<file path="config.mk">
export PLATFORM = sky130hd
export DESIGN_NAME = qrs_sqrt_stage
export DESIGN_NICKNAME = d
export VERILOG_FILES = /design/src/rtl/qrs_pkg.sv /design/src/rtl/qrs_sqrt_stage.sv
export SDC_FILE = /design/constraint.sdc
export NUM_CORES = 1
export LEC_CHECK = 0
export ABC_AREA = 1
export BUFFER_PORTS_ARGS = -buffer_cell sky130_fd_sc_hd__buf_4
export CAP_MARGIN = 10
export CELL_PAD_IN_SITES_DETAIL_PLACEMENT = 1
export CELL_PAD_IN_SITES_GLOBAL_PLACEMENT = 1
export CORE_UTILIZATION = 42
export DETAILED_ROUTE_END_ITERATION = 7
export PLACE_DENSITY = 0.92
export RECOVER_POWER = 50
export SYNTH_ARGS = -nofsm -noshare
export SYNTH_HDL_FRONTEND = slang
export SYNTH_SLANG_ARGS = --single-unit
</file>
<file path="constraint.sdc">
create_clock -name vclk -period 34.3
set_input_delay 1.715 -clock vclk [all_inputs]
set_output_delay 1.715 -clock vclk [all_outputs]
set_load 0.05 [all_outputs]
</file>
<file path="src/rtl/qrs_pkg.sv">
// ----------------------------------------------------------------------------
// qrs_pkg: shared types and constants of the quadratic root solver
// Field widths, stage counts, limits and pipeline payload types.
// ----------------------------------------------------------------------------
package qrs_pkg;

  localparam int CoefW  = 16;
  localparam int RootW  = 32;
  localparam int CountW = 2;
  localparam int DiscW  = 35;   // b*b - 4ac, signed
  localparam int RadW   = 50;   // d * 2^16, unsigned (d < 2^34)
  localparam int SqrtW  = 25;   // floor(sqrt(RadW value))
  localparam int NumW   = 27;   // -b*256 +/- s, signed
  localparam int DivNW  = 34;   // |n| * 128
  localparam int AbsAW  = 16;
  localparam int QuoW   = 34;

  localparam int SqrtStages = 5;  // 25 result bits, 5 per stage
  localparam int SqrtBitsPerStage = 5;
  localparam int DivStages = 6;   // 34 quotient bits, 6 per stage (last partial)
  localparam int DivBitsPerStage = 6;

  localparam logic [RootW-1:0] RootMax = 32'h7fff_ffff;
  localparam logic [RootW-1:0] RootMin = 32'h8000_0000;

  typedef struct packed {
    logic [CoefW-1:0] coef_a;
    logic [CoefW-1:0] coef_b;
    logic [CoefW-1:0] coef_c;
  } coef_t;

  typedef struct packed {
    logic [CountW-1:0] root_count;
    logic [RootW-1:0]  root_first;
    logic [RootW-1:0]  root_second;
    logic              degenerate;
    logic              saturated;
  } result_t;

  // item state through the square root stages
  typedef struct packed {
    logic                    degen;
    logic                    real_roots;
    logic                    single;
    logic signed [CoefW-1:0] a;
    logic signed [CoefW-1:0] b;
    logic [RadW-1:0]         rem;
    logic [SqrtW-1:0]        root;
  } sqrt_t;

  // one root division lane state
  typedef struct packed {
    logic             neg;
    logic [DivNW-1:0] num;   // shifts left as quotient bits come out
    logic [AbsAW:0]   rem;
    logic [QuoW-1:0]  quo;
  } div_t;

  typedef struct packed {
    logic            degen;
    logic            real_roots;
    logic            single;
    logic [AbsAW-1:0] den;
    div_t            lo;
    div_t            hi;
  } divs_t;

endpackage

</file>
<file path="src/rtl/qrs_sqrt_stage.sv">
// ----------------------------------------------------------------------------
// qrs_sqrt_stage: one stage of the integer square root
// Resolves a fixed number of result bits of the digit-by-digit root.
// ----------------------------------------------------------------------------
module qrs_sqrt_stage #(
  parameter int FirstBit = 24
) (
  input  qrs_pkg::sqrt_t in_i,
  output qrs_pkg::sqrt_t out_o
);
  // restoring square root: root holds bits found so far, at their final weights
  always_comb begin
    logic [qrs_pkg::RadW+1:0] trial;
    logic [qrs_pkg::RadW+1:0] rem;
    logic [qrs_pkg::SqrtW-1:0] root;
    out_o = in_i;
    rem   = {2'b00, in_i.rem};
    root  = in_i.root;
    for (int k = 0; k < qrs_pkg::SqrtBitsPerStage; k++) begin
      if (FirstBit - k >= 0) begin
        // trial = (2*root + 2^j) * 2^j with j = bit position
        trial = ({{(qrs_pkg::RadW+2-qrs_pkg::SqrtW){1'b0}}, root}
                  << (FirstBit - k + 1)) +
                ({{(qrs_pkg::RadW+1){1'b0}}, 1'b1} << (2 * (FirstBit - k)));
        if (rem >= trial) begin
          rem  = rem - trial;
          root = root | (qrs_pkg::SqrtW'(1) << (FirstBit - k));
        end
      end
    end
    out_o.rem  = rem[qrs_pkg::RadW-1:0];
    out_o.root = root;
  end
endmodule

</file>
==> run summary <==
Critical-path maximum fanout = 44
Required @ worst endpoint = 32.58 ns
Seq/Total Area, Yosys = 0
Synth Instances = 1,676
Slew @ Worst Pin = 0.961 ns
Final ANT Viol Nets = 0
Layout cells sized above 1 = 0.110
Max incr delay on CP = 0.55 ns
Startpoint Class = input pin
Yosys warning count = 0
Multi-input logic area = 8100 µm²
Finish-stage setup viols = 0
Met1 Usage GRT = 0.355
HP Class = input pin to output port
First-pass GRT wire length = 54.4 mm
Final-stage net count = 1,971
Die W = 153 µm
Max Cap Viol = 0
CP endpoint kind = output port
Vias per cell = 5.58
Status = finished, final reports clean
Filler Cell Count = 3,240
Num ports = 220
Via count = 11,200
Die ar. = 23,500 µm²
Setup CP Type = input pin to output port
Syn Area/Cell = 5.73 µm²
Synth top cells by count = 445 x nand2_1, 195 x inv_1, 160 x o21ai_0
GRT overflow = 0
Fmax = 0.0485 GHz
Largest net degree at the start of global routing = 45
Area contributors post-synth = ha_1 17%, nand2_1 17%, o21ai_0 8.3%
Core area = 22,200 µm²
Initial Utilization = 0.434
Initial DRT Pass Iterations = 5
DR iter-0 viols = 442
GRT busiest layer = met2
Worst path most repeated cell = nand2_1
Clock buf count = 0
Initial antenna violation count = 0
DR WL/cell = 16.7 µm
Critical Path AT = 18.90 ns
Met3 usage = 0.0156
Register area = 0 µm²
Final GP Congestion = 0.980
Hold_sp = in_i[105]
Die H = 153 µm
Antenna diode count = 0
Largest area contributor in the netlist = ha_1
Post-synth top area share = 0.174
Final period utilization = 0.601
Count leader, synth = nand2_1
# hold bufs at CTS = 0
Routed WL = 33.4 mm
Num sequential = 0
Synthesis-to-layout area growth = 7.06%
Post-CTS Setup Bufs = 0
Slowest CP cell = nand3_2
RSZ-0062 raised after global routing = no
Port Buf Inserts = 150
Drc violations = 0
Syn_nets = 1,925
Slew Limit Fails = 0
Met2 usage = 0.506
Final Hold Fails = 0
Setup TNS = 0 ns
Worst Hold Depth = 0
Hold Path Sink = out_o[105]
Vias in the first global route = 11,300
Final HPWL DP = 29.9 mm
Min cycle time layout = 20.61 ns
Slew headroom = 0.358
GRT Total Usage = 0.277
# rows = 54
Synth Cell Area = 9610 µm²
Post-synthesis cell type count = 50
Post-CTS sizing = 0
[layout by cell type, fill, tap and decap left out, types with 8 or more instances in the layout]
master,Yosys,routed
a21o_1,8,8
a21oi_1,141,141
a31oi_1,11,11
buf_4,76,130
clkbuf_1,16,20
ha_1,134,134
inv_1,195,195
inv_2,11,11
nand2_1,445,445
nand2_2,10,10
nand3_1,58,58
nand4_1,42,42
nor2_1,112,112
nor3_1,9,9
nor4_1,12,12
o21ai_0,160,160
o21bai_1,12,12
or2_2,8,8
xnor2_1,50,50
xor2_1,84,84
[worst max-delay path, delay by kind of cell]
| family | cells | cell delay, ns |
|---|---|---|
| buffers and inverters | 16 | 3.27 |
| AOI/OAI and AO/OA | 24 | 5.59 |
| adders and majority gates | 6 | 2.34 |
| and+or+nand+nor | 39 | 5.91 |
[per-layer routing]
metal	wire length, µm	share of wire	up-vias
li1	-	-	5571
met1	15500	0.46	5255
met2	15800	0.47	291
met3	1390	0.042	48
met4	709	0.021	0
met5	0	0	-
[per-stage QoR]
step / util / setup WS [ns] / hold WS (ns) / instance area (µm²) / instances
final: 0.464 / 13.69 / 3.43 / 10300 / 2000
after global routing: 0.464 / 12.07 / 3.43 / 10300 / 2000
after floorplan: - / 18.69 / 3.60 / 9610 / 1676
after global placement: 0.468 / 14.67 / 3.43 / 10400 / 2000
after CTS: 0.468 / 13.75 / 3.43 / 10400 / 2000
after detailed placement: 0.468 / 13.75 / 3.43 / 10400 / 2000
[kinds of logic after synthesis]
group,Yosys count,synth area share
adder cells (fa/ha/maj),139,0.185
buffers and inverters,316,0.157
AO/OA/AOI/OAI,360,0.202
AND/OR/NAND/NOR,727,0.334
XOR/XNOR,134,0.122
[worst max-delay path by stage]
stage               depth (start not counted)  slack (ns)     start   endpoint
floorplan                                  87       18.69  in_i[23]  out_o[60]
global placement                           85       14.67  in_i[23]  out_o[53]
detailed placement                         85       13.75  in_i[23]  out_o[53]
CTS                                        85       13.75  in_i[23]  out_o[53]
global route                               84       12.07  in_i[23]  out_o[60]
finish                                     85       13.69  in_i[23]  out_o[53]
[layout make-up]
class,instances,area share
repair buffers,150,0.102
inverters,210,0.0767
multi-input cells,1360,0.787
well taps,280,0.0341
Power is left out: the tool's default activity adds up to more than one toggle a clock period on the data nets, which glitch-free logic cannot reach.
