==> src/rtl/qrs_pkg.sv <==
// ----------------------------------------------------------------------------
// qrs_pkg: shared types and constants of the quadratic root solver
// Field widths, stage counts, limits and pipeline payload types.
// ----------------------------------------------------------------------------
package qrs_pkg;

  localparam int CoefW  = 16;
  localparam int RootW  = 32;
  localparam int CountW = 2;
  localparam int DiscW  = 35;   // b*b - 4ac, signed
  localparam int RadW   = 50;   // d * 2^16, unsigned (d < 2^34)
  localparam int SqrtW  = 25;   // floor(sqrt(RadW value))
  localparam int NumW   = 27;   // -b*256 +/- s, signed
  localparam int DivNW  = 34;   // |n| * 128
  localparam int AbsAW  = 16;
  localparam int QuoW   = 34;

  localparam int SqrtStages = 5;  // 25 result bits, 5 per stage
  localparam int SqrtBitsPerStage = 5;
  localparam int DivStages = 6;   // 34 quotient bits, 6 per stage (last partial)
  localparam int DivBitsPerStage = 6;

  localparam logic [RootW-1:0] RootMax = 32'h7fff_ffff;
  localparam logic [RootW-1:0] RootMin = 32'h8000_0000;

  typedef struct packed {
    logic [CoefW-1:0] coef_a;
    logic [CoefW-1:0] coef_b;
    logic [CoefW-1:0] coef_c;
  } coef_t;

  typedef struct packed {
    logic [CountW-1:0] root_count;
    logic [RootW-1:0]  root_first;
    logic [RootW-1:0]  root_second;
    logic              degenerate;
    logic              saturated;
  } result_t;

  // item state through the square root stages
  typedef struct packed {
    logic                    degen;
    logic                    real_roots;
    logic                    single;
    logic signed [CoefW-1:0] a;
    logic signed [CoefW-1:0] b;
    logic [RadW-1:0]         rem;
    logic [SqrtW-1:0]        root;
  } sqrt_t;

  // one root division lane state
  typedef struct packed {
    logic             neg;
    logic [DivNW-1:0] num;   // shifts left as quotient bits come out
    logic [AbsAW:0]   rem;
    logic [QuoW-1:0]  quo;
  } div_t;

  typedef struct packed {
    logic            degen;
    logic            real_roots;
    logic            single;
    logic [AbsAW-1:0] den;
    div_t            lo;
    div_t            hi;
  } divs_t;

endpackage

==> src/rtl/qrs_div_stage.sv <==
// ----------------------------------------------------------------------------
// qrs_div_stage: one stage of the unsigned restoring divider
// Produces a few quotient bits for both root lanes.
// ----------------------------------------------------------------------------
module qrs_div_stage #(
  parameter int Steps = 6
) (
  input  qrs_pkg::divs_t in_i,
  output qrs_pkg::divs_t out_o
);
  function automatic qrs_pkg::div_t lane(qrs_pkg::div_t d, logic [qrs_pkg::AbsAW-1:0] den);
    logic [qrs_pkg::AbsAW+1:0] t;
    qrs_pkg::div_t r;
    r = d;
    for (int k = 0; k < Steps; k++) begin
      t = {r.rem, r.num[qrs_pkg::DivNW-1]};
      r.num = {r.num[qrs_pkg::DivNW-2:0], 1'b0};
      if (t >= {2'b00, den}) begin
        t = t - {2'b00, den};
        r.quo = {r.quo[qrs_pkg::QuoW-2:0], 1'b1};
      end else begin
        r.quo = {r.quo[qrs_pkg::QuoW-2:0], 1'b0};
      end
      r.rem = t[qrs_pkg::AbsAW:0];
    end
    return r;
  endfunction

  always_comb begin
    out_o    = in_i;
    out_o.lo = lane(in_i.lo, in_i.den);
    out_o.hi = lane(in_i.hi, in_i.den);
  end
endmodule

==> config.mk <==
export PLATFORM = sky130hd
export DESIGN_NAME = qrs_div_stage
export DESIGN_NICKNAME = d
export VERILOG_FILES = /design/src/rtl/qrs_pkg.sv /design/src/rtl/qrs_div_stage.sv
export SDC_FILE = /design/constraint.sdc
export NUM_CORES = 1
export LEC_CHECK = 0
export BUFFER_PORTS_ARGS = -buffer_cell sky130_fd_sc_hd__buf_2
export CORE_UTILIZATION = 60
export DETAILED_ROUTE_END_ITERATION = 10
export PLACE_DENSITY = 0.95
export SLEW_MARGIN = 25
export SYNTH_ARGS = -nofsm -noshare
export SYNTH_HDL_FRONTEND = slang
export SYNTH_SLANG_ARGS = --single-unit
==> constraint.sdc <==
create_clock -name vclk -period 55.7
set_input_delay 11.14 -clock vclk [all_inputs]
set_output_delay 11.14 -clock vclk [all_outputs]
set_load 0.01 [all_outputs]
==> impl_results.html, run 1 <==
<table>
<tr><th>Metric</th><th>Value</th></tr>
<tr><th colspan="2">Clocking</th></tr>
<tr><td>Hold_buf cts</td><td>0</td></tr>
<tr><td>Setup Buffers After CTS</td><td>0</td></tr>
<tr><td>Quantity of gates resized following cts</td><td>0</td></tr>
<tr><th colspan="2">Worst setup path</th></tr>
<tr><td>Slowest cell delay on critical path</td><td>0.77 ns</td></tr>
<tr><td>Cell with the largest stage delay on the worst path</td><td>sky130_fd_sc_hd__and3_1</td></tr>
<tr><td>Peak fanout along the critical path</td><td>26</td></tr>
<tr><td>Crit path kind</td><td>in -&gt; out</td></tr>
<tr><td>Most common cell type on the critical path</td><td>sky130_fd_sc_hd__o21ai_0</td></tr>
<tr><td>Signal arrival time at the worst endpoint</td><td>30.56 ns</td></tr>
<tr><td>Start point of the critical path</td><td>in_i[172]</td></tr>
<tr><td>Critical path required time</td><td>44.56 ns</td></tr>
<tr><td>Nature of the critical path endpoint</td><td>primary output</td></tr>
<tr><td>Type of element launching the critical path</td><td>input port</td></tr>
<tr><th colspan="2">Layout</th></tr>
<tr><td>Number of antenna diodes</td><td>0</td></tr>
<tr><td>Leading cell type in the layout, fill and taps excluded</td><td>sky130_fd_sc_hd__ha_1</td></tr>
<tr><td>Number of filler cells placed in the layout</td><td>1837</td></tr>
<tr><td>Area taken by multi-input logic gates</td><td>0.0112 mm²</td></tr>
<tr><td>Share of cells above drive strength 1</td><td>0.129</td></tr>
<tr><td>Clock buffers</td><td>0</td></tr>
<tr><td>Growth of design area from synthesis to finish</td><td>-0.981%</td></tr>
<tr><td>Register area</td><td>0 µm²</td></tr>
<tr><td>Commonest non-fill, non-tap cells in the layout</td><td>sky130_fd_sc_hd__ha_1, sky130_fd_sc_hd__nand2_1, sky130_fd_sc_hd__o21ai_0, sky130_fd_sc_hd__a21oi_1</td></tr>
<tr><td>Final Net Count</td><td>2155</td></tr>
<tr><td>Sequential cells</td><td>0</td></tr>
<tr><th colspan="2">Drt</th></tr>
<tr><td>Antenna violation net count after detailed routing</td><td>0</td></tr>
<tr><td>Number of design rule violations left after detail routing</td><td>0</td></tr>
<tr><td>Initial DRC count</td><td>903</td></tr>
<tr><td>Number of vias after detailed routing</td><td>13200</td></tr>
<tr><td>Vias per cell</td><td>6.50</td></tr>
<tr><td>TritonRoute pass-1 iters</td><td>6</td></tr>
<tr><td>DR WL/cell</td><td>17.5 µm</td></tr>
<tr><td>Total Wirelength</td><td>35.5 mm</td></tr>
<tr><th colspan="2">Synth</th></tr>
<tr><td>Total standard cell area after synthesis</td><td>0.0127 mm²</td></tr>
<tr><td>Average instance area after synthesis</td><td>7.14 µm²</td></tr>
<tr><td>Number of distinct library cell variants in the gate-level netlist after synthesis</td><td>89</td></tr>
<tr><td>Post-synthesis sequential area ratio</td><td>0</td></tr>
<tr><td>Top area cells in the synthesized netlist</td><td>sky130_fd_sc_hd__ha_1, sky130_fd_sc_hd__buf_4, sky130_fd_sc_hd__xnor2_1</td></tr>
<tr><td>Yosys top cell area share</td><td>0.188</td></tr>
<tr><td>Synth Instances</td><td>1786</td></tr>
<tr><td>Yosys synthesis warning count</td><td>0</td></tr>
<tr><td>Leading area contributor after synthesis</td><td>sky130_fd_sc_hd__ha_1</td></tr>
<tr><th colspan="2">Die</th></tr>
<tr><td>Standard cell core area</td><td>0.0206 mm²</td></tr>
<tr><td>Boundary Pins</td><td>382</td></tr>
<tr><td>Width of the die</td><td>148 µm</td></tr>
<tr><td>Site row count</td><td>52</td></tr>
<tr><td>Total Die Area</td><td>0.0218 mm²</td></tr>
<tr><td>Height of the die</td><td>148 µm</td></tr>
<tr><td>Effective utilization at floorplan</td><td>0.620</td></tr>
<tr><th colspan="2">Placed design</th></tr>
<tr><td>Number of I/O port buffers</td><td>124</td></tr>
<tr><td>Setup slack at placement</td><td>14.42 ns</td></tr>
<tr><td>Placed wire-length estimate</td><td>28.6 mm</td></tr>
<tr><td>Placer congestion estimate</td><td>0.980</td></tr>
<tr><th colspan="2">Timing</th></tr>
<tr><td>Max transition margin</td><td>0.431</td></tr>
<tr><td>Tmin final</td><td>41.70 ns</td></tr>
<tr><td>Max-slew violations</td><td>0</td></tr>
<tr><td>Final setup violation count</td><td>0</td></tr>
<tr><td>Worst-case setup margin in the final layout</td><td>14.00 ns</td></tr>
<tr><td>RSZ-0062 raised after global routing</td><td>no</td></tr>
<tr><td>Final worst-path cycle share</td><td>0.749</td></tr>
<tr><td>Endpoints failing hold</td><td>0</td></tr>
<tr><td>Worst hold-check slack</td><td>22.28 ns</td></tr>
<tr><td>Slew at the pin with the worst max-slew slack</td><td>0.853 ns</td></tr>
<tr><td>Post-Route Setup TNS</td><td>0 ns</td></tr>
<tr><td>Max Fclk</td><td>0.0240 GHz</td></tr>
<tr><th colspan="2">GRT</th></tr>
<tr><td>Via count of the first global-routing pass</td><td>12800</td></tr>
<tr><td>Initial antenna violation count</td><td>0</td></tr>
<tr><td>Total gr overflow</td><td>0</td></tr>
<tr><td>Wire length of the first global-routing pass</td><td>57.8 mm</td></tr>
<tr><td>GRT Resource Usage Total</td><td>0.315</td></tr>
<tr><td>Pin count of the biggest net entering global routing</td><td>27</td></tr>
<tr><th colspan="2">Outcome</th></tr>
<tr><td>Outcome</td><td>finished, final reports clean</td></tr>
<tr><th colspan="2">Min path</th></tr>
<tr><td>Worst hold path class</td><td>in -&gt; out</td></tr>
<tr><td>Worst hold path startpoint</td><td>in_i[94]</td></tr>
<tr><th colspan="2">Flow run</th></tr>
<tr><td>Max-cap violations</td><td>0</td></tr>
</table>
[layout make-up]
class	count	share of cell area
Multi-Input combinational cell	1516	0.885
Timing Repair Buffer	137	0.0569
Inverter	105	0.0312
Tap cell	270	0.0268
[cell usage after synthesis, drive strengths merged (14+ instances only)]
| master | count |
|---|---|
| ha | 192 |
| buf | 154 |
| nand2 | 150 |
| o21ai | 131 |
| a21oi | 128 |
| nor2 | 124 |
| inv | 105 |
| xnor2 | 86 |
| mux2 | 67 |
| a21o | 58 |
| xor2 | 47 |
| nand4 | 39 |
| nor3 | 38 |
| o21a | 35 |
| nor2b | 32 |
| nand2b | 30 |
| nand3 | 24 |
| clkbuf | 22 |
| mux2i | 22 |
| a21boi | 18 |
| a221o | 18 |
| and2 | 17 |
| o211ai | 17 |
| or2 | 16 |
| o31ai | 15 |
| nor4 | 14 |
| o21bai | 14 |
[path summary, 6_finish.rpt]
check / end / slack, ns / depth (start not counted)
max: out_o[126] / 14.00 / 70
min: out_o[100] / 22.28 / 0
[routing by layer]
metal	vias to the layer above	global-route usage	routed length [µm]
li1	6378	-	-
met1	6054	0.359	14000
met2	587	0.569	17200
met3	170	0.0296	2200
met4	0	0.191	2010
met5	-	0	0
[cell families after synthesis]
group | share of synthesized area
and+or+nand+nor | 0.209
buffers and inverters | 0.127
xor gates and xnor gates | 0.0914
other | 0.000294
adders and majority gates | 0.207
muxes | 0.0768
AOI/OAI and AO/OA | 0.288
[metrics by stage]
stage                     utilization  instance area [µm²]  std cells
after floorplan                     -                12800       1797
after detailed placement        0.614                12600       2028
after global placement          0.614                12600       2028
final                           0.614                12600       2028
after global routing            0.614                12600       2028
after CTS                       0.614                12600       2028
[critical path: cells and delay by family]
family,cells,cell delay (ns)
buf+inv,6,1.27
fa+ha+maj,7,2.42
compound gates,40,10.11
mux,2,0.78
simple gates,15,4.78
Power of run 1 is not shown: default switching activity piles up to over one toggle a cycle in this logic, so the estimate is an artifact.
==> run 2: changes to the inputs <==
--- a/config.mk
+++ b/config.mk
@@ -6,9 +6,9 @@
 export NUM_CORES = 1
 export LEC_CHECK = 0
 export BUFFER_PORTS_ARGS = -buffer_cell sky130_fd_sc_hd__buf_2
-export CORE_UTILIZATION = 60
+export CORE_UTILIZATION = 56
 export DETAILED_ROUTE_END_ITERATION = 10
-export PLACE_DENSITY = 0.95
+export PLACE_DENSITY = 0.91
 export SLEW_MARGIN = 25
 export SYNTH_ARGS = -nofsm -noshare
 export SYNTH_HDL_FRONTEND = slang
==> constraint.sdc (replaced) <==
create_clock -name vclk -period 42.4
set_input_delay 8.48 -clock vclk [all_inputs]
set_output_delay 8.48 -clock vclk [all_outputs]
set_load 0.01 [all_outputs]
==> run 2 against run 1 <==
Critical endpoint is now out_o[124]. Highest routed layer unchanged. Die area rose by 7.0%. Final cell count rose by 0.44%. Critical path depth fell by 1.
==> impl_results.html, run 2 (synthesis results as in run 1) <==
<table>
<tr><th>Metric</th><th>Value</th></tr>
<tr><th colspan="2">Clocking</th></tr>
<tr><td>Hold_buf cts</td><td>0</td></tr>
<tr><td>Setup Buffers After CTS</td><td>0</td></tr>
<tr><td>Quantity of gates resized following cts</td><td>0</td></tr>
<tr><th colspan="2">Worst setup path</th></tr>
<tr><td>Start point of the critical path</td><td>in_i[173]</td></tr>
<tr><td>Most common cell type on the critical path</td><td>sky130_fd_sc_hd__o21ai_0</td></tr>
<tr><td>Critical path required time</td><td>33.92 ns</td></tr>
<tr><td>Cell with the largest stage delay on the worst path</td><td>sky130_fd_sc_hd__nor3b_4</td></tr>
<tr><td>Nature of the critical path endpoint</td><td>primary output</td></tr>
<tr><td>Signal arrival time at the worst endpoint</td><td>28.31 ns</td></tr>
<tr><td>Peak fanout along the critical path</td><td>26</td></tr>
<tr><td>Type of element launching the critical path</td><td>input port</td></tr>
<tr><td>Slowest cell delay on critical path</td><td>0.78 ns</td></tr>
<tr><td>Crit path kind</td><td>in -&gt; out</td></tr>
<tr><th colspan="2">Die</th></tr>
<tr><td>Boundary Pins</td><td>382</td></tr>
<tr><td>Standard cell core area</td><td>0.0221 mm²</td></tr>
<tr><td>Effective utilization at floorplan</td><td>0.577</td></tr>
<tr><td>Site row count</td><td>54</td></tr>
<tr><td>Width of the die</td><td>153 µm</td></tr>
<tr><td>Height of the die</td><td>153 µm</td></tr>
<tr><td>Total Die Area</td><td>0.0234 mm²</td></tr>
<tr><th colspan="2">GRT</th></tr>
<tr><td>Pin count of the biggest net entering global routing</td><td>27</td></tr>
<tr><td>GRT Resource Usage Total</td><td>0.298</td></tr>
<tr><td>Wire length of the first global-routing pass</td><td>58.9 mm</td></tr>
<tr><td>Initial antenna violation count</td><td>0</td></tr>
<tr><td>Via count of the first global-routing pass</td><td>12900</td></tr>
<tr><td>Total gr overflow</td><td>0</td></tr>
<tr><th colspan="2">Drt</th></tr>
<tr><td>DR WL/cell</td><td>17.7 µm</td></tr>
<tr><td>Initial DRC count</td><td>846</td></tr>
<tr><td>Total Wirelength</td><td>36.0 mm</td></tr>
<tr><td>Number of design rule violations left after detail routing</td><td>0</td></tr>
<tr><td>Vias per cell</td><td>6.52</td></tr>
<tr><td>Number of vias after detailed routing</td><td>13300</td></tr>
<tr><td>TritonRoute pass-1 iters</td><td>6</td></tr>
<tr><td>Antenna violation net count after detailed routing</td><td>0</td></tr>
<tr><th colspan="2">Placed design</th></tr>
<tr><td>Number of I/O port buffers</td><td>124</td></tr>
<tr><td>Placed cell area</td><td>0.0126 mm²</td></tr>
<tr><td>Placer congestion estimate</td><td>0.938</td></tr>
<tr><td>Number of placed cells counting well taps</td><td>2037</td></tr>
<tr><td>Placed wire-length estimate</td><td>29.0 mm</td></tr>
<tr><th colspan="2">Timing</th></tr>
<tr><td>RSZ-0062 raised after global routing</td><td>no</td></tr>
<tr><td>Slew at the pin with the worst max-slew slack</td><td>0.870 ns</td></tr>
<tr><td>Post-Route Setup TNS</td><td>0 ns</td></tr>
<tr><td>Max Fclk</td><td>0.0272 GHz</td></tr>
<tr><td>Final worst-path cycle share</td><td>0.868</td></tr>
<tr><td>Max-slew violations</td><td>0</td></tr>
<tr><td>Endpoints failing hold</td><td>0</td></tr>
<tr><td>Max transition margin</td><td>0.419</td></tr>
<tr><td>Final setup violation count</td><td>0</td></tr>
<tr><td>Tmin final</td><td>36.79 ns</td></tr>
<tr><th colspan="2">Layout</th></tr>
<tr><td>Register area</td><td>0 µm²</td></tr>
<tr><td>Final Net Count</td><td>2154</td></tr>
<tr><td>Commonest non-fill, non-tap cells in the layout</td><td>sky130_fd_sc_hd__ha_1, sky130_fd_sc_hd__nand2_1, sky130_fd_sc_hd__o21ai_0, sky130_fd_sc_hd__a21oi_1</td></tr>
<tr><td>Share of cells above drive strength 1</td><td>0.129</td></tr>
<tr><td>Number of antenna diodes</td><td>0</td></tr>
<tr><td>Sequential cells</td><td>0</td></tr>
<tr><td>Non-filler cells in the finished layout</td><td>2037</td></tr>
<tr><td>Number of filler cells placed in the layout</td><td>2033</td></tr>
<tr><td>Clock buffers</td><td>0</td></tr>
<tr><td>Growth of design area from synthesis to finish</td><td>-0.942%</td></tr>
<tr><td>Total non-filler cell area in the finished layout</td><td>0.0126 mm²</td></tr>
<tr><td>Leading cell type in the layout, fill and taps excluded</td><td>sky130_fd_sc_hd__ha_1</td></tr>
<tr><td>Area taken by multi-input logic gates</td><td>0.0112 mm²</td></tr>
<tr><th colspan="2">Outcome</th></tr>
<tr><td>Outcome</td><td>finished, final reports clean</td></tr>
<tr><th colspan="2">Min path</th></tr>
<tr><td>Worst hold path class</td><td>in -&gt; out</td></tr>
<tr><td>Worst hold path startpoint</td><td>in_i[95]</td></tr>
<tr><th colspan="2">Flow run</th></tr>
<tr><td>Max-cap violations</td><td>0</td></tr>
</table>
[run 2: changes by cell type in the layout (fill, tap and decap cells not counted)]
cell,before,now
sky130_fd_sc_hd__buf_4,13,12
[run 2: stage by stage]
step / util / hold slack (ns) / setup slack [ns]
global placement: 0.571 / 16.96 / 6.50
floorplan: - / 17.05 / 9.29
global route: 0.571 / 16.96 / 4.06
finish: 0.571 / 16.96 / 5.61
detailed placement: 0.571 / 16.96 / 6.04
CTS: 0.571 / 16.96 / 5.94
[run 2: critical path, delay by kind of cell]
family	cells	cell delay, ns
buffers and inverters	6	1.74
and+or+nand+nor	15	4.76
adders and majority gates	6	2.44
muxes	2	0.77
AOI/OAI and AO/OA	40	10.07
[run 2: area by class of cell]
type | instances | area share
Inverter | 105 | 0.0312
Multi-Input combinational cell | 1516 | 0.885
Tap cell | 280 | 0.0277
Timing Repair Buffer | 136 | 0.0563
[run 2: final timing paths]
path	cells after the start	slack, ns	endpoint
min	0	16.96	out_o[101]
max	69	5.61	out_o[124]
[run 2: metal layers]
layer | vias to the layer above | part of all wire | GRT usage
met5 | - | 0 | 0
met4 | 0 | 0.054 | 0.160
met3 | 164 | 0.066 | 0.0326
met2 | 620 | 0.48 | 0.551
met1 | 6133 | 0.40 | 0.334
li1 | 6369 | - | -
Power of run 2 is left out for the same reason.
==> run 3: changes to the inputs <==
--- a/config.mk
+++ b/config.mk
@@ -8,7 +8,8 @@
 export BUFFER_PORTS_ARGS = -buffer_cell sky130_fd_sc_hd__buf_2
 export CORE_UTILIZATION = 56
 export DETAILED_ROUTE_END_ITERATION = 10
-export PLACE_DENSITY = 0.91
+export PLACE_DENSITY = 0.95
+export RECOVER_POWER = 25
 export SLEW_MARGIN = 25
 export SYNTH_ARGS = -nofsm -noshare
 export SYNTH_HDL_FRONTEND = slang
==> run 3 against run 2 <==
Cell area stayed put. Global-route usage is 0.36 points higher. Final cell count stayed put. Critical path type unchanged. First-iteration DRC count is 29% higher. Count of clock-buffer cells in the layout stayed put. Sequential cell count stayed put. Setup slack worse by 0.019 ns. Hold slack stayed put. Utilization stayed put. Non-clock buffer count stayed put.
==> impl_results.html, run 3 (synthesis results as in run 1) <==
<table>
<tr><th>Metric</th><th>Value</th></tr>
<tr><th colspan="2">Clocking</th></tr>
<tr><td>Hold_buf cts</td><td>0</td></tr>
<tr><td>Quantity of gates resized following cts</td><td>0</td></tr>
<tr><td>Setup Buffers After CTS</td><td>0</td></tr>
<tr><th colspan="2">Layout</th></tr>
<tr><td>Growth of design area from synthesis to finish</td><td>-0.942%</td></tr>
<tr><td>Leading cell type in the layout, fill and taps excluded</td><td>sky130_fd_sc_hd__ha_1</td></tr>
<tr><td>Final Net Count</td><td>2154</td></tr>
<tr><td>Number of antenna diodes</td><td>0</td></tr>
<tr><td>Sequential cells</td><td>0</td></tr>
<tr><td>Core Util, Final</td><td>0.571</td></tr>
<tr><td>Non-filler cells in the finished layout</td><td>2037</td></tr>
<tr><td>Total non-filler cell area in the finished layout</td><td>0.0126 mm²</td></tr>
<tr><td>Register area</td><td>0 µm²</td></tr>
<tr><td>Commonest non-fill, non-tap cells in the layout</td><td>sky130_fd_sc_hd__ha_1, sky130_fd_sc_hd__nand2_1, sky130_fd_sc_hd__o21ai_0, sky130_fd_sc_hd__a21oi_1</td></tr>
<tr><td>Share of cells above drive strength 1</td><td>0.129</td></tr>
<tr><td>Clock buffers</td><td>0</td></tr>
<tr><th colspan="2">Drt</th></tr>
<tr><td>DR WL/cell</td><td>17.9 µm</td></tr>
<tr><td>Number of design rule violations left after detail routing</td><td>0</td></tr>
<tr><td>Vias per cell</td><td>6.57</td></tr>
<tr><td>Initial DRC count</td><td>1094</td></tr>
<tr><td>Antenna violation net count after detailed routing</td><td>0</td></tr>
<tr><td>TritonRoute pass-1 iters</td><td>8</td></tr>
<tr><td>Number of vias after detailed routing</td><td>13400</td></tr>
<tr><td>Total Wirelength</td><td>36.5 mm</td></tr>
<tr><th colspan="2">Worst setup path</th></tr>
<tr><td>Crit path kind</td><td>in -&gt; out</td></tr>
<tr><td>Signal arrival time at the worst endpoint</td><td>28.33 ns</td></tr>
<tr><td>Combined buffer and inverter count along the critical path</td><td>6</td></tr>
<tr><td>Cell family with the largest share of critical-path delay</td><td>compound AO/OA/AOI/OAI gates</td></tr>
<tr><td>Path length in cells of the critical path</td><td>69</td></tr>
<tr><td>Cell with the largest stage delay on the worst path</td><td>sky130_fd_sc_hd__and3_1</td></tr>
<tr><td>Nature of the critical path endpoint</td><td>primary output</td></tr>
<tr><td>Peak fanout along the critical path</td><td>26</td></tr>
<tr><td>Start point of the critical path</td><td>in_i[173]</td></tr>
<tr><td>Most common cell type on the critical path</td><td>sky130_fd_sc_hd__o21ai_0</td></tr>
<tr><td>Slowest cell delay on critical path</td><td>0.76 ns</td></tr>
<tr><td>Type of element launching the critical path</td><td>input port</td></tr>
<tr><td>Critical path required time</td><td>33.92 ns</td></tr>
<tr><th colspan="2">Timing</th></tr>
<tr><td>Post-Route Setup TNS</td><td>0 ns</td></tr>
<tr><td>Slew at the pin with the worst max-slew slack</td><td>0.835 ns</td></tr>
<tr><td>Final worst-path cycle share</td><td>0.868</td></tr>
<tr><td>Final setup violation count</td><td>0</td></tr>
<tr><td>Endpoints failing hold</td><td>0</td></tr>
<tr><td>Tmin final</td><td>36.81 ns</td></tr>
<tr><td>RSZ-0062 raised after global routing</td><td>no</td></tr>
<tr><td>Max Fclk</td><td>0.0272 GHz</td></tr>
<tr><td>Max-slew violations</td><td>0</td></tr>
<tr><td>Max transition margin</td><td>0.429</td></tr>
<tr><th colspan="2">Placed design</th></tr>
<tr><td>Number of I/O port buffers</td><td>124</td></tr>
<tr><td>Placed wire-length estimate</td><td>29.1 mm</td></tr>
<tr><td>Number of placed cells counting well taps</td><td>2037</td></tr>
<tr><td>Placed cell area</td><td>0.0126 mm²</td></tr>
<tr><td>Placer congestion estimate</td><td>0.992</td></tr>
<tr><th colspan="2">GRT</th></tr>
<tr><td>Pin count of the biggest net entering global routing</td><td>27</td></tr>
<tr><td>Total gr overflow</td><td>0</td></tr>
<tr><td>GRT Resource Usage Total</td><td>0.302</td></tr>
<tr><td>Initial antenna violation count</td><td>0</td></tr>
<tr><td>Via count of the first global-routing pass</td><td>13000</td></tr>
<tr><td>Wire length of the first global-routing pass</td><td>59.7 mm</td></tr>
<tr><th colspan="2">Die</th></tr>
<tr><td>Width of the die</td><td>153 µm</td></tr>
<tr><td>Effective utilization at floorplan</td><td>0.577</td></tr>
<tr><td>Standard cell core area</td><td>0.0221 mm²</td></tr>
<tr><td>Site row count</td><td>54</td></tr>
<tr><td>Total Die Area</td><td>0.0234 mm²</td></tr>
<tr><td>Height of the die</td><td>153 µm</td></tr>
<tr><td>Boundary Pins</td><td>382</td></tr>
<tr><th colspan="2">Min path</th></tr>
<tr><td>Hold depth</td><td>0</td></tr>
<tr><td>Hold Path Sink</td><td>out_o[101]</td></tr>
<tr><td>Worst hold path class</td><td>in -&gt; out</td></tr>
<tr><td>Worst hold path startpoint</td><td>in_i[95]</td></tr>
<tr><th colspan="2">Flow run</th></tr>
<tr><td>Max-cap violations</td><td>0</td></tr>
<tr><th colspan="2">Outcome</th></tr>
<tr><td>Outcome</td><td>finished, final reports clean</td></tr>
</table>
## run 3: final cells by class
cell class,count,area [µm²]
inverter,105,394
timing repair buffer,136,711
multi-input combinational,1516,11200
fill,1970,9470
tap,280,350
## run 3: worst max path at each step
stage                 end  slack [ns]
3_5_place_dp   out_o[126]        5.94
5_1_grt        out_o[126]        3.84
2_1_floorplan  out_o[128]        9.29
4_1_cts        out_o[126]        5.79
3_3_place_gp   out_o[126]        6.54
6_report       out_o[124]        5.59
## run 3: stage by stage
stage | setup slack, ns | hold slack, ns
floorplan | 9.29 | 17.05
finish | 5.59 | 16.96
global placement | 6.54 | 16.96
CTS | 5.79 | 16.96
detailed placement | 5.94 | 16.96
global route | 3.84 | 16.96
## run 3: per-layer routing
layer,up-vias,part of all wire,track usage
met5,-,0,0
met4,0,0.065,0.202
met3,220,0.069,0.0394
met2,676,0.47,0.537
met1,6106,0.39,0.336
li1,6378,-,-
Power of run 3 is left out for the same reason.
